[src/sv/assert_macros.svh]
// Assertion macros used by the top-level RTL file.
`ifndef ASSERT_MACROS_SVH
`define ASSERT_MACROS_SVH
// Implication checked on every rising clock edge outside reset.
`define ASSERT_IMPL(label, clk, rst_n, ante, cons) \
  label: assert property (@(posedge clk) disable iff (!rst_n) (ante) |-> (cons)) \
    else $error("assertion failed");
// Next-cycle implication checked outside reset.
`define ASSERT_NEXT(label, clk, rst_n, ante, cons) \
  label: assert property (@(posedge clk) disable iff (!rst_n) (ante) |=> (cons)) \
    else $error("assertion failed");
`endif

[src/sv/amis_pkg.sv]
// Package: widths, lane count and word types of the abs-max index search.
package amis_pkg;
  localparam int unsigned Lanes = 4;
  localparam int unsigned IdxW = 31;
  localparam int unsigned MagW = 31;
  localparam int unsigned ValW = 32;

  typedef logic [ValW-1:0] val_t;
  typedef logic [MagW-1:0] mag_t;
  typedef logic [IdxW-1:0] idx_t;

  // Per-lane best held by each lane
  typedef struct packed {
    mag_t mag;
    idx_t idx;
  } best_t;
endpackage

[src/sv/amis_if.sv]
// Interfaces: input vector word, result word and length write channel.
interface amis_in_if;
  logic            valid;
  logic            ready;
  amis_pkg::val_t  value_0;
  amis_pkg::val_t  value_1;
  amis_pkg::val_t  value_2;
  amis_pkg::val_t  value_3;
  modport source (output valid, value_0, value_1, value_2, value_3, input ready);
  modport sink   (input valid, value_0, value_1, value_2, value_3, output ready);
endinterface

interface amis_out_if;
  logic           valid;
  logic           ready;
  amis_pkg::idx_t max_index;
  amis_pkg::mag_t max_magnitude;
  modport source (output valid, max_index, max_magnitude, input ready);
  modport sink   (input valid, max_index, max_magnitude, output ready);
endinterface

interface amis_cfg_if;
  logic                       valid;
  logic                       ready;
  logic [amis_pkg::IdxW-1:0]  data;
  modport source (output valid, data, input ready);
  modport sink   (input valid, data, output ready);
endinterface

[src/sv/amis_lane.sv]
// One lane: keeps the largest magnitude seen and its element index.
module amis_lane (
  input  logic            clk_i,
  input  logic            rst_ni,
  input  logic            step_i,
  input  logic            clear_i,
  input  logic            elem_ok_i,
  input  amis_pkg::val_t  value_i,
  input  amis_pkg::idx_t  index_i,
  output amis_pkg::best_t best_o,
  output amis_pkg::best_t next_o
);
  amis_pkg::best_t best_q, best_d;
  amis_pkg::mag_t  mag;

  // Sign-cleared compare; only strictly larger replaces
  always_comb begin
    mag = value_i[amis_pkg::MagW-1:0];
    next_o = best_q;
    if (elem_ok_i && (mag > best_q.mag)) begin
      next_o.mag = mag;
      next_o.idx = index_i;
    end
    best_d = best_q;
    if (step_i) best_d = clear_i ? '0 : next_o;
  end

  always_ff @(posedge clk_i or negedge rst_ni) begin
    if (!rst_ni) best_q <= '0;
    else         best_q <= best_d;
  end

  assign best_o = best_q;
endmodule

[src/sv/amis_merge.sv]
// Merge stage: registered chain of compares picking the largest, lowest index.
module amis_merge (
  input  logic            clk_i,
  input  logic            rst_ni,
  input  logic            load_i,
  input  amis_pkg::best_t lane_i [amis_pkg::Lanes],
  output amis_pkg::best_t win_o
);
  amis_pkg::best_t win_q, win_d;

  function automatic amis_pkg::best_t pick(amis_pkg::best_t a, amis_pkg::best_t b);
    if (b.mag > a.mag || (b.mag == a.mag && b.idx < a.idx)) return b;
    return a;
  endfunction

  // Few lanes: a short chain of compares
  always_comb begin
    win_d = lane_i[0];
    for (int j = 1; j < amis_pkg::Lanes; j++) win_d = pick(win_d, lane_i[j]);
  end

  always_ff @(posedge clk_i) begin
    if (load_i) win_q <= win_d;
  end

  assign win_o = win_q;
  logic unused_rst;
  assign unused_rst = rst_ni;
endmodule

[src/sv/abs_max_index_search.sv]
// Top level: streaming abs-max index search over a vector of singles.
// Usage:
//   in_if carries one word of four single-precision lanes; element
//   elements_seen + j sits in lane j. cfg_if writes the vector length
//   (reset 1), accepted in any cycle; a new length applies from the next
//   input word. out_if gives one word per vector: index of the first
//   largest magnitude and that magnitude.
// Throughput: one input word per cycle, also across vector boundaries,
//   except in a stall; lanes compare in parallel, update in the same cycle.
// Result: the result word is valid in the cycle after the final input
//   word is accepted; the merge of the lanes is registered once.
// Stall: the result register holds while out ready is low. A new final
//   word is then refused until the result is taken; other words flow.
// Reset: lane bests, element count and result valid clear at once;
//   the length returns to 1.
`include "assert_macros.svh"
module abs_max_index_search (
  input  logic clk_i,
  input  logic rst_ni,
  amis_in_if.sink    in_if,
  amis_out_if.source out_if,
  amis_cfg_if.sink   cfg_if
);
  localparam int unsigned L = amis_pkg::Lanes;

  amis_pkg::idx_t  len_q, seen_q, seen_d;
  logic            oval_q, oval_d;
  logic            acc, last;
  logic [amis_pkg::IdxW:0] nxt;
  amis_pkg::val_t  vals [4];
  amis_pkg::best_t best [L];
  amis_pkg::best_t nbest [L];
  amis_pkg::best_t win;

  assign vals[0] = in_if.value_0;
  assign vals[1] = in_if.value_1;
  assign vals[2] = in_if.value_2;
  assign vals[3] = in_if.value_3;

  // Last word of vector when base + lanes reaches length
  assign nxt  = {1'b0, seen_q} + (amis_pkg::IdxW+1)'(L);
  assign last = !(nxt < {1'b0, len_q});
  assign in_if.ready = !last || !oval_q || out_if.ready;
  assign acc  = in_if.valid && in_if.ready;

  // Lanes
  for (genvar j = 0; j < L; j++) begin : g_lane
    logic [amis_pkg::IdxW:0] ix;
    assign ix = {1'b0, seen_q} + (amis_pkg::IdxW+1)'(j);
    amis_lane u_lane (
      .clk_i, .rst_ni, .step_i(acc), .clear_i(last),
      .elem_ok_i(ix < {1'b0, len_q}), .value_i(vals[j]),
      .index_i(ix[amis_pkg::IdxW-1:0]), .best_o(best[j]), .next_o(nbest[j])
    );
  end

  amis_merge u_merge (
    .clk_i, .rst_ni, .load_i(acc && last), .lane_i(nbest), .win_o(win)
  );

  // Element count and result valid
  always_comb begin
    seen_d = seen_q;
    if (acc) seen_d = last ? '0 : nxt[amis_pkg::IdxW-1:0];
    oval_d = oval_q;
    if (out_if.ready) oval_d = 1'b0;
    if (acc && last) oval_d = 1'b1;
  end

  always_ff @(posedge clk_i or negedge rst_ni) begin
    if (!rst_ni) begin
      len_q  <= amis_pkg::idx_t'(1);
      seen_q <= '0;
      oval_q <= 1'b0;
    end else begin
      seen_q <= seen_d;
      oval_q <= oval_d;
      if (cfg_if.valid) len_q <= cfg_if.data;
    end
  end

  assign cfg_if.ready         = 1'b1;
  assign out_if.valid         = oval_q;
  assign out_if.max_index     = win.idx;
  assign out_if.max_magnitude = win.mag;

  `ASSERT_NEXT(a_res_after_last, clk_i, rst_ni, acc && last, out_if.valid)
  `ASSERT_IMPL(a_no_overwrite, clk_i, rst_ni, out_if.valid && !out_if.ready && last, !in_if.ready)
  `ASSERT_NEXT(a_clear_after_last, clk_i, rst_ni, acc && last, seen_q == '0 && best[0] == '0)
endmodule
[src/flat_wrapper.sv]
// flat-port wrapper written by rule: the top's interface ports become plain ports
module abs_max_index_search_flat 
  (clk_i, rst_ni, in_if_valid, in_if_value_0, in_if_value_1, in_if_value_2, in_if_value_3, in_if_ready, out_if_valid, out_if_max_index, out_if_max_magnitude, out_if_ready, cfg_if_valid, cfg_if_data, cfg_if_ready);
  amis_in_if in_if_i ();
  amis_out_if out_if_i ();
  amis_cfg_if cfg_if_i ();
  input  logic clk_i;
  input  logic rst_ni;
  input wire logic [$bits(in_if_i.valid)-1:0] in_if_valid;
  input wire logic [$bits(in_if_i.value_0)-1:0] in_if_value_0;
  input wire logic [$bits(in_if_i.value_1)-1:0] in_if_value_1;
  input wire logic [$bits(in_if_i.value_2)-1:0] in_if_value_2;
  input wire logic [$bits(in_if_i.value_3)-1:0] in_if_value_3;
  output wire logic [$bits(in_if_i.ready)-1:0] in_if_ready;
  output wire logic [$bits(out_if_i.valid)-1:0] out_if_valid;
  output wire logic [$bits(out_if_i.max_index)-1:0] out_if_max_index;
  output wire logic [$bits(out_if_i.max_magnitude)-1:0] out_if_max_magnitude;
  input wire logic [$bits(out_if_i.ready)-1:0] out_if_ready;
  input wire logic [$bits(cfg_if_i.valid)-1:0] cfg_if_valid;
  input wire logic [$bits(cfg_if_i.data)-1:0] cfg_if_data;
  output wire logic [$bits(cfg_if_i.ready)-1:0] cfg_if_ready;
  assign in_if_i.valid = in_if_valid;
  assign in_if_i.value_0 = in_if_value_0;
  assign in_if_i.value_1 = in_if_value_1;
  assign in_if_i.value_2 = in_if_value_2;
  assign in_if_i.value_3 = in_if_value_3;
  assign in_if_ready = in_if_i.ready;
  assign out_if_valid = out_if_i.valid;
  assign out_if_max_index = out_if_i.max_index;
  assign out_if_max_magnitude = out_if_i.max_magnitude;
  assign out_if_i.ready = out_if_ready;
  assign cfg_if_i.valid = cfg_if_valid;
  assign cfg_if_i.data = cfg_if_data;
  assign cfg_if_ready = cfg_if_i.ready;
  abs_max_index_search u_core (.clk_i(clk_i), .rst_ni(rst_ni), .in_if(in_if_i), .out_if(out_if_i), .cfg_if(cfg_if_i));
endmodule
[config.mk]
export PLATFORM = sky130hd
export DESIGN_NAME = abs_max_index_search_flat
export DESIGN_NICKNAME = d
export VERILOG_FILES = /design/src/sv/amis_pkg.sv /design/src/sv/amis_if.sv /design/src/sv/amis_lane.sv /design/src/sv/amis_merge.sv /design/src/sv/abs_max_index_search.sv /design/src/flat_wrapper.sv
export VERILOG_INCLUDE_DIRS = /design/src /design/src/sv
export SDC_FILE = /design/constraint.sdc
export NUM_CORES = 1
export LEC_CHECK = 0
export BUFFER_PORTS_ARGS = -buffer_cell sky130_fd_sc_hd__buf_2
export CAP_MARGIN = 40
export CORE_AREA = 8 8 267 269
export CTS_CLUSTER_DIAMETER = 40
export CTS_CLUSTER_SIZE = 14
export DETAILED_ROUTE_END_ITERATION = 8
export DIE_AREA = 0 0 275 277
export GPL_TIMING_DRIVEN = 0
export SLEW_MARGIN = 25
export SYNTH_ARGS = -nofsm -noshare
export SYNTH_HDL_FRONTEND = slang
export SYNTH_HIERARCHICAL = 1
export SYNTH_SLANG_ARGS = --single-unit
[constraint.sdc]
create_clock -name clk_i -period 27.5 [get_ports clk_i]
set_clock_uncertainty 0.1 [all_clocks]
set_input_delay 1.375 -clock clk_i [delete_from_list [all_inputs] [get_ports clk_i]]
set_output_delay 1.375 -clock clk_i [all_outputs]
set_load 0.05 [all_outputs]
### After elaboration in Yosys (flattened, before gate mapping)

Index checks and enable logic that the tools add are counted.

* order comparisons: 15
* add/sub/neg operators: 4
* mux-type cells: 20
* reductions and logical operators: 17
* eq/ne operators: 3

Operators with widths (count)
* $mux 62: 14
* $gt 31x31->1: 7
* $lt 32x31->1: 4
* $lt 31x31->1: 4
* $eq 31x31->1: 3
* $add 31x2->32 const B: 2
* $add 31x1->32 const B: 1
* $add 31x3->32 const B: 1
* $mux 31: 1
* $logic_and 1x1->1: 9
* $logic_or 1x1->1: 5
* $mux 1: 5
* $logic_not 1->1: 2
* $reduce_bool 2->1: 1

* bits of input ports: 164
* logic and storage cells: 72
* bits in registers: 373
* output and inout bits: 65

### Longest topological paths before layout

Gate-level depths: netlist (run 1).

* word-level depth: 19
* mapped depth: 55
* mapped depth without buffers: 47

### Hierarchy

Netlist (run 1), hierarchy kept.

By module, submodules not included
* amis_lane: seq. area each 1551.5 µm², area each 3873.7 µm², times used 4, cells each 369
* amis_merge: seq. area each 1861.8 µm², area each 8290.5 µm², times used 1, cells each 928
* abs_max_index_search: seq. area each 1527.7 µm², area each 6155.9 µm², times used 1, cells each 712

### Worst setup path before layout (run 1)

OpenSTA, ideal clock, no wires.

* path type: input to register
* from: in in_if_value_0[30]
* to: reg u_core.u_merge.win_q (netlist bit u_core/u_merge/win_o[0]), data pin
* buffers on the path: 7
* data required time: 27.138 ns
* path slack: 16.638 ns
* library setup time: 0.262 ns
* data arrival time: 10.500 ns
* cell stages on the path: 45
* cells stage by stage: ha_1 > nand4_1 > or4_4 > o21ai_1 > a21oi_2 > or2_1 > buf_6 > buf_2 > o21ai_0 > inv_1 > ha_1 > a211oi_2 > o21ai_1 > a2111oi_0 > nand2_1 > a211o_1 > a21oi_2 > buf_2 > [9 not listed] > o311ai_2 > o21ai_2 > buf_2 > clkbuf_1 > o21ai_0 > ha_1 > nand4_1 > nor2_1 > nand2_1 > or3_1 > or4_1 > a211oi_1 > o2111ai_1 > a21oi_1 > a21boi_0 > a311o_1 > buf_4 > mux2_1

RTL lines
* start, declared: RTL line flat_wrapper.sv:10 `input wire logic [$bits(in_if_i.value_0)-1:0] in_if_value_0;`
* end signal, assigned: RTL line amis_merge.sv:23 `if (load_i) win_q <= win_d;`
* end, declared: RTL line amis_merge.sv:9 `amis_pkg::best_t win_q, win_d;`

==> flow_summary.ini, run 1 <==
[critical_path]
worstPathMaxFanout = 10
crit_path_kind = reg -> reg
critical_path.reg2reg.startpoint = u_core/seen_q[28]
critical_path.slowest_cell = sky130_fd_sc_hd__a2111oi_0
startpoint_type = flop
setup.reg_to_reg.worst_slack_ns = 11.38
endpoint_kind = flop
crit-reg2reg-capture = u_core/u_merge/win_o[13]
critPathMaxStageDelay_ns = 0.78
critical_path_arrival_ns = 16.38
critPathMostFrequentCell = sky130_fd_sc_hd__buf_2
timing.critical_path.required_ns = 27.76
reg2reg_depth = 48

[yosys]
asyncSetResetFlopFracSynth_pct = 83.29
synth_top_area_share_pct = 25.74
synth_seq_cells = 371
synth_largest_area_cell = sky130_fd_sc_hd__dfrtp_1
syn_area_per_cell_um2 = 9.609
mapped_area_um2 = 29940
synth.top_cells.by_area = sky130_fd_sc_hd__dfrtp_1, sky130_fd_sc_hd__ha_1, sky130_fd_sc_hd__a32o_1
ys_warn_count = 6
synth_sequential_area_ratio_pct = 32.05
distinct_cells_synth = 86
yosys-top-cells-count = sky130_fd_sc_hd__ha_1, sky130_fd_sc_hd__o21ai_0, sky130_fd_sc_hd__dfrtp_1, sky130_fd_sc_hd__inv_1, sky130_fd_sc_hd__a32o_1
number_of_flops_mapped_to_enable_cells_by_yosys = 62
synth.most_common_cell = sky130_fd_sc_hd__ha_1
postSynth.topFlopCell = sky130_fd_sc_hd__dfrtp_1
postSynthCellCount = 3116

[sta]
relative_slew_slack_pct = 37.49
report.final.slew_viol_count = 0
final_hold_viol_count = 0
measured_slew_at_the_worst_slew_check_pin_ns = 0.9141
finalSetupViolations = 0
final.setup.tns_ns = 0
max_freq_mhz = 62.03
period_minus_slack_ns = 16.12
tcrit_tclk_final_pct = 58.62
setup_repair_after_global_routing_missed_its_margin = no

[grt]
use_met3_pct = 4.368
grt_pass1_wl_um = 159600
gr-total-overflow = 0
grt_busiest_layer = met2
pin_count_of_the_biggest_net_entering_global_routing = 75
use_met2_pct = 42.22
global_route.usage.met1_pct = 37.15
grt_antenna_before_repair = 4
grt_pass1_vias = 26730
grtUsageTotal_pct = 26.77

[cts]
numCtsBuffers = 82
cts.repair_timing.setup_buffer_count = 0
cts-root-to-sink-buffers = 3
ctsResizeCount = 0
cts_hold_repair.buffers = 0
ctsRootBufferMaster = sky130_fd_sc_hd__clkbuf_16
clk_transition_reported_paths_ns = 0.05
clock_tree_from_tritoncts = yes
clock_sinks = 371
clock_tree.htree_level_count = 3
clk_latency_ns = 0.63

[routing]
count_of_vias_placed_by_the_detailed_router = 26700
detailedRoute.firstPassIterationCount = 6
postRouteAntennaNets = 0
postRouteWirelength_um = 105000
vias_per_cell = 6.084
drt_iter0_markers = 2359
detail_route.drc_violations = 0
mean_routed_wirelength_per_cell_um = 23.92

[floorplanning]
placement_rows = 95
die_w_um = 275
boundaryPins = 229
design.die.area_um2 = 76180
die-height_um = 277
core_area_um2 = 66800
floorplan.initialDensity_pct = 44.82

[hold_path]
holdCritStartpoint = u_core/g_lane[3].u_lane/best_o[15]
min_path_type = reg -> reg
worst_hold_path.endpoint = u_core/g_lane[3].u_lane/best_o[15]
cells_on_worst_hold_path = 1

[layout]
fin_nets = 4030
syn2layout_area_growth_pct = 18.32
layout-drive-gt1-share_pct = 18.75
final_cells = 4389
fillCellCount = 6114
layout.cell_area.non_filler_um2 = 35430

[placed_design]
dpl_cell_area_um2 = 32390
cell_count_post_placement = 4234
port-buffer-count = 222
post-dp-hpwl_um = 82460
finalWeightedCongestion = 0.9611

[status]
run_status = finished, final reports clean

[flow_run]
max-cap-violations = 0
[per-layer routing]
metal / vias to the layer above / wire, µm
li1: 12350 / -
met3: 163 / 7198
met5: - / 12
met1: 13240 / 47710
met4: 2 / 2854
met2: 956 / 47220
[through the flow]
stage,setup slack (ns),util (%),hold WS (ns)
floorplan,16.64,-,0.3603
global placement,11.52,48.20,0.3680
detailed placement,11.85,48.49,0.3753
CTS,11.76,53.03,0.3856
global route,10.86,53.03,0.3955
finish,11.38,53.03,0.3825
[layout by cell type, fill, tap and decap left out, drive strengths merged, types with 62 or more instances in the layout]
cell | synthesis | layout
nand4 | 87 | 87
a21oi | 170 | 170
o21ai | 415 | 415
mux2i | 124 | 124
buf | 93 | 323
a32o | 244 | 244
ha | 421 | 421
nor2 | 67 | 67
mux2 | 156 | 156
dfrtp | 308 | 308
inv | 294 | 311
nand2 | 172 | 172
clkbuf | 133 | 228
edfxtp | 62 | 62
[critical path: cells and delay by family, from the launching register on]
family / cells / cell delay [ns]
flops: 1 / 0.65
fa+ha+maj: 4 / 1.19
compound gates: 19 / 5.49
buf+inv: 9 / 3.23
mux: 3 / 1.31
simple gates: 13 / 3.86
[worst max path at each step]
stage	from	end	slack, ns
global route	u_core/seen_q[26]	u_core/u_merge/win_o[1]	10.86
floorplan	in_if_value_0[30]	u_core/u_merge/win_o[0]	16.64
CTS	u_core/seen_q[26]	u_core/u_merge/win_o[13]	11.76
detailed placement	u_core/seen_q[26]	u_core/u_merge/win_o[1]	11.85
finish	u_core/seen_q[28]	u_core/u_merge/win_o[13]	11.38
global placement	u_core/seen_q[26]	u_core/u_merge/win_o[1]	11.52
[logic make-up after synthesis]
kind of cell	synth area share [%]
other	0.02508
flip-flops	32.05
multiplexers	10.24
adder cells (fa/ha/maj)	17.59
AO/OA/AOI/OAI	22.68
XOR/XNOR	0.8149
AND/OR/NAND/NOR	8.725
buffers and inverters	7.873
[state kept, by name, indices dropped and copies added, names as in the netlist]
register	flops
u_core/seen_q	29
u_core/u_merge/win_o	62
u_core/len_q	31
u_core/out_if.valid	1
u_core/g_lane.u_lane/best_o	248
[cell type report]
type	count	area, µm²	share of cell area, %
well taps	873	1092	3.083
clock buffers	95	2203	6.220
inverters	294	1104	3.115
repair buffers	230	1291	3.645
clock inverters	59	825.8	2.331
diodes	1	2.502	0.007064
multi-input cells	2237	18060	50.97
plain buffers	229	1254	3.539
flip-flops and latches	371	9595	27.09
Power of run 1 is left out: the tool's default activity adds up to more than one toggle a clock period on the data nets, which glitch-free logic cannot reach.
==> run 2, diff against run 1 <==
clock period = 16.5 ns   (was 27.5 ns; I/O delays follow)
==> flow_summary.ini, run 2 (synthesis gave the netlist of run 1 again) <==
[critical_path]
critPathMostFrequentCell = sky130_fd_sc_hd__buf_2
critical_path.reg2reg.startpoint = u_core/seen_q[28]
crit_path_kind = reg -> reg
worstPathMaxFanout = 10
critical_path_buf_inv_count = 9
setup.reg_to_reg.worst_slack_ns = 0.46
critical_path.top_delay_family = compound AO/OA/AOI/OAI gates
critPathMaxStageDelay_ns = 0.77
endpoint_kind = flop
timing.critical_path.required_ns = 16.76
critical_path_arrival_ns = 16.30
crit-reg2reg-capture = u_core/u_merge/win_o[1]
reg2reg_depth = 48
critical_path.slowest_cell = sky130_fd_sc_hd__o41ai_1
startpoint_type = flop
critical_path.startpoint = u_core/seen_q[28]

[grt]
grt_antenna_before_repair = 4
grt_pass1_wl_um = 159600
grt_pass1_vias = 26730
pin_count_of_the_biggest_net_entering_global_routing = 75
grtUsageTotal_pct = 26.77
gr-total-overflow = 0

[status]
run_status = finished, final reports clean

[cts]
ctsRootBufferMaster = sky130_fd_sc_hd__clkbuf_16
clk_transition_reported_paths_ns = 0.05
numCtsBuffers = 82
cts-root-to-sink-buffers = 3
clock_tree_from_tritoncts = yes
clock_tree.htree_level_count = 3
clk_latency_ns = 0.63
clock_sinks = 371

[routing]
top_layer_used = met5
detail_route.drc_violations = 0
drt-met1-wl_um = 47260
detailedRoute.firstPassIterationCount = 5
dr_wl_met3_um = 7539
postRouteAntennaNets = 0
wl_met2_um = 47320
count_of_vias_placed_by_the_detailed_router = 26860
vias_per_cell = 6.119
drt_iter0_markers = 2478
mean_routed_wirelength_per_cell_um = 23.93
postRouteWirelength_um = 105000

[flow_run]
max-cap-violations = 0

[layout]
layout-drive-gt1-share_pct = 18.75
final_cell_mix = sky130_fd_sc_hd__ha_1, sky130_fd_sc_hd__o21ai_0, sky130_fd_sc_hd__dfrtp_1
syn2layout_area_growth_pct = 18.32
largest_register_ff_count = 248
mostFrequentLayoutCell = sky130_fd_sc_hd__ha_1
fillCellCount = 6113
fin_nets = 4030

[placed_design]
post-dp-hpwl_um = 82460
finalWeightedCongestion = 0.9611
port-buffer-count = 222

[sta]
finalSetupViolations = 0
max_freq_mhz = 62.33
setup_repair_after_global_routing_missed_its_margin = no
tcrit_tclk_final_pct = 97.23
relative_slew_slack_pct = 41.19
final.setup.tns_ns = 0
final_hold_viol_count = 0
report.final.slew_viol_count = 0
period_minus_slack_ns = 16.04
measured_slew_at_the_worst_slew_check_pin_ns = 0.8822
hold-worst-slack_ns = 0.03727

[floorplanning]
floorplan.initialDensity_pct = 44.82
core_area_um2 = 66800
die_w_um = 275
boundaryPins = 229
design.die.area_um2 = 76180
placement_rows = 95
die-height_um = 277

[hold_path]
min_path_type = in -> async
## run 2: metal layers
layer,GRT usage (%),up-vias
met5,0,-
met4,8.338,2
met3,4.368,171
met2,42.22,1002
met1,37.15,13340
li1,-,12350
## run 2: worst max path at each step
stage | to | depth (start not counted)
floorplan | u_core/u_merge/win_o[0] | 49
global placement | u_core/u_merge/win_o[1] | 48
detailed placement | u_core/u_merge/win_o[1] | 49
CTS | u_core/u_merge/win_o[13] | 49
global route | u_core/u_merge/win_o[1] | 49
finish | u_core/u_merge/win_o[1] | 48
## run 2: area by class of cell
type,instances,area (µm²),share of cell area [%]
inverters,294,1104,3.115
diodes,1,2.502,0.007063
multi-input cells,2237,18060,50.98
plain buffers,229,1254,3.539
clock buffers,95,2203,6.219
clock inverters,59,825.8,2.331
flip-flops and latches,371,9595,27.08
repair buffers,230,1291,3.645
well taps,873,1092,3.083
## run 2: per-stage QoR
stage / cell area [µm²] / instances / worst slack, ns / util, %
finish: 35430 / 4389 / 0.4563 / 53.03
global route: 35430 / 4389 / 0.02999 / 53.03
CTS: 35420 / 4388 / 0.7621 / 53.03
detailed placement: 32390 / 4234 / 0.8535 / 48.49
global placement: 32200 / 4226 / 0.5242 / 48.20
floorplan: 30000 / 3131 / 5.845 / -
## run 2: worst register-to-register path, delay by kind of cell (launching register included)
kind,cells,cell delay [ns]
AOI/OAI and AO/OA,19,5.40
adders and majority gates,4,1.21
buffers and inverters,9,3.23
DFF,1,0.65
muxes,3,1.36
and+or+nand+nor,13,3.87
## run 2: repair_timing
item,in CTS,in global routing
setup endpoints to repair,0,3
gates resized for setup,0,1
buffers inserted,0,0
hold buffers,0,0
Power of run 2 is left out for the same reason.
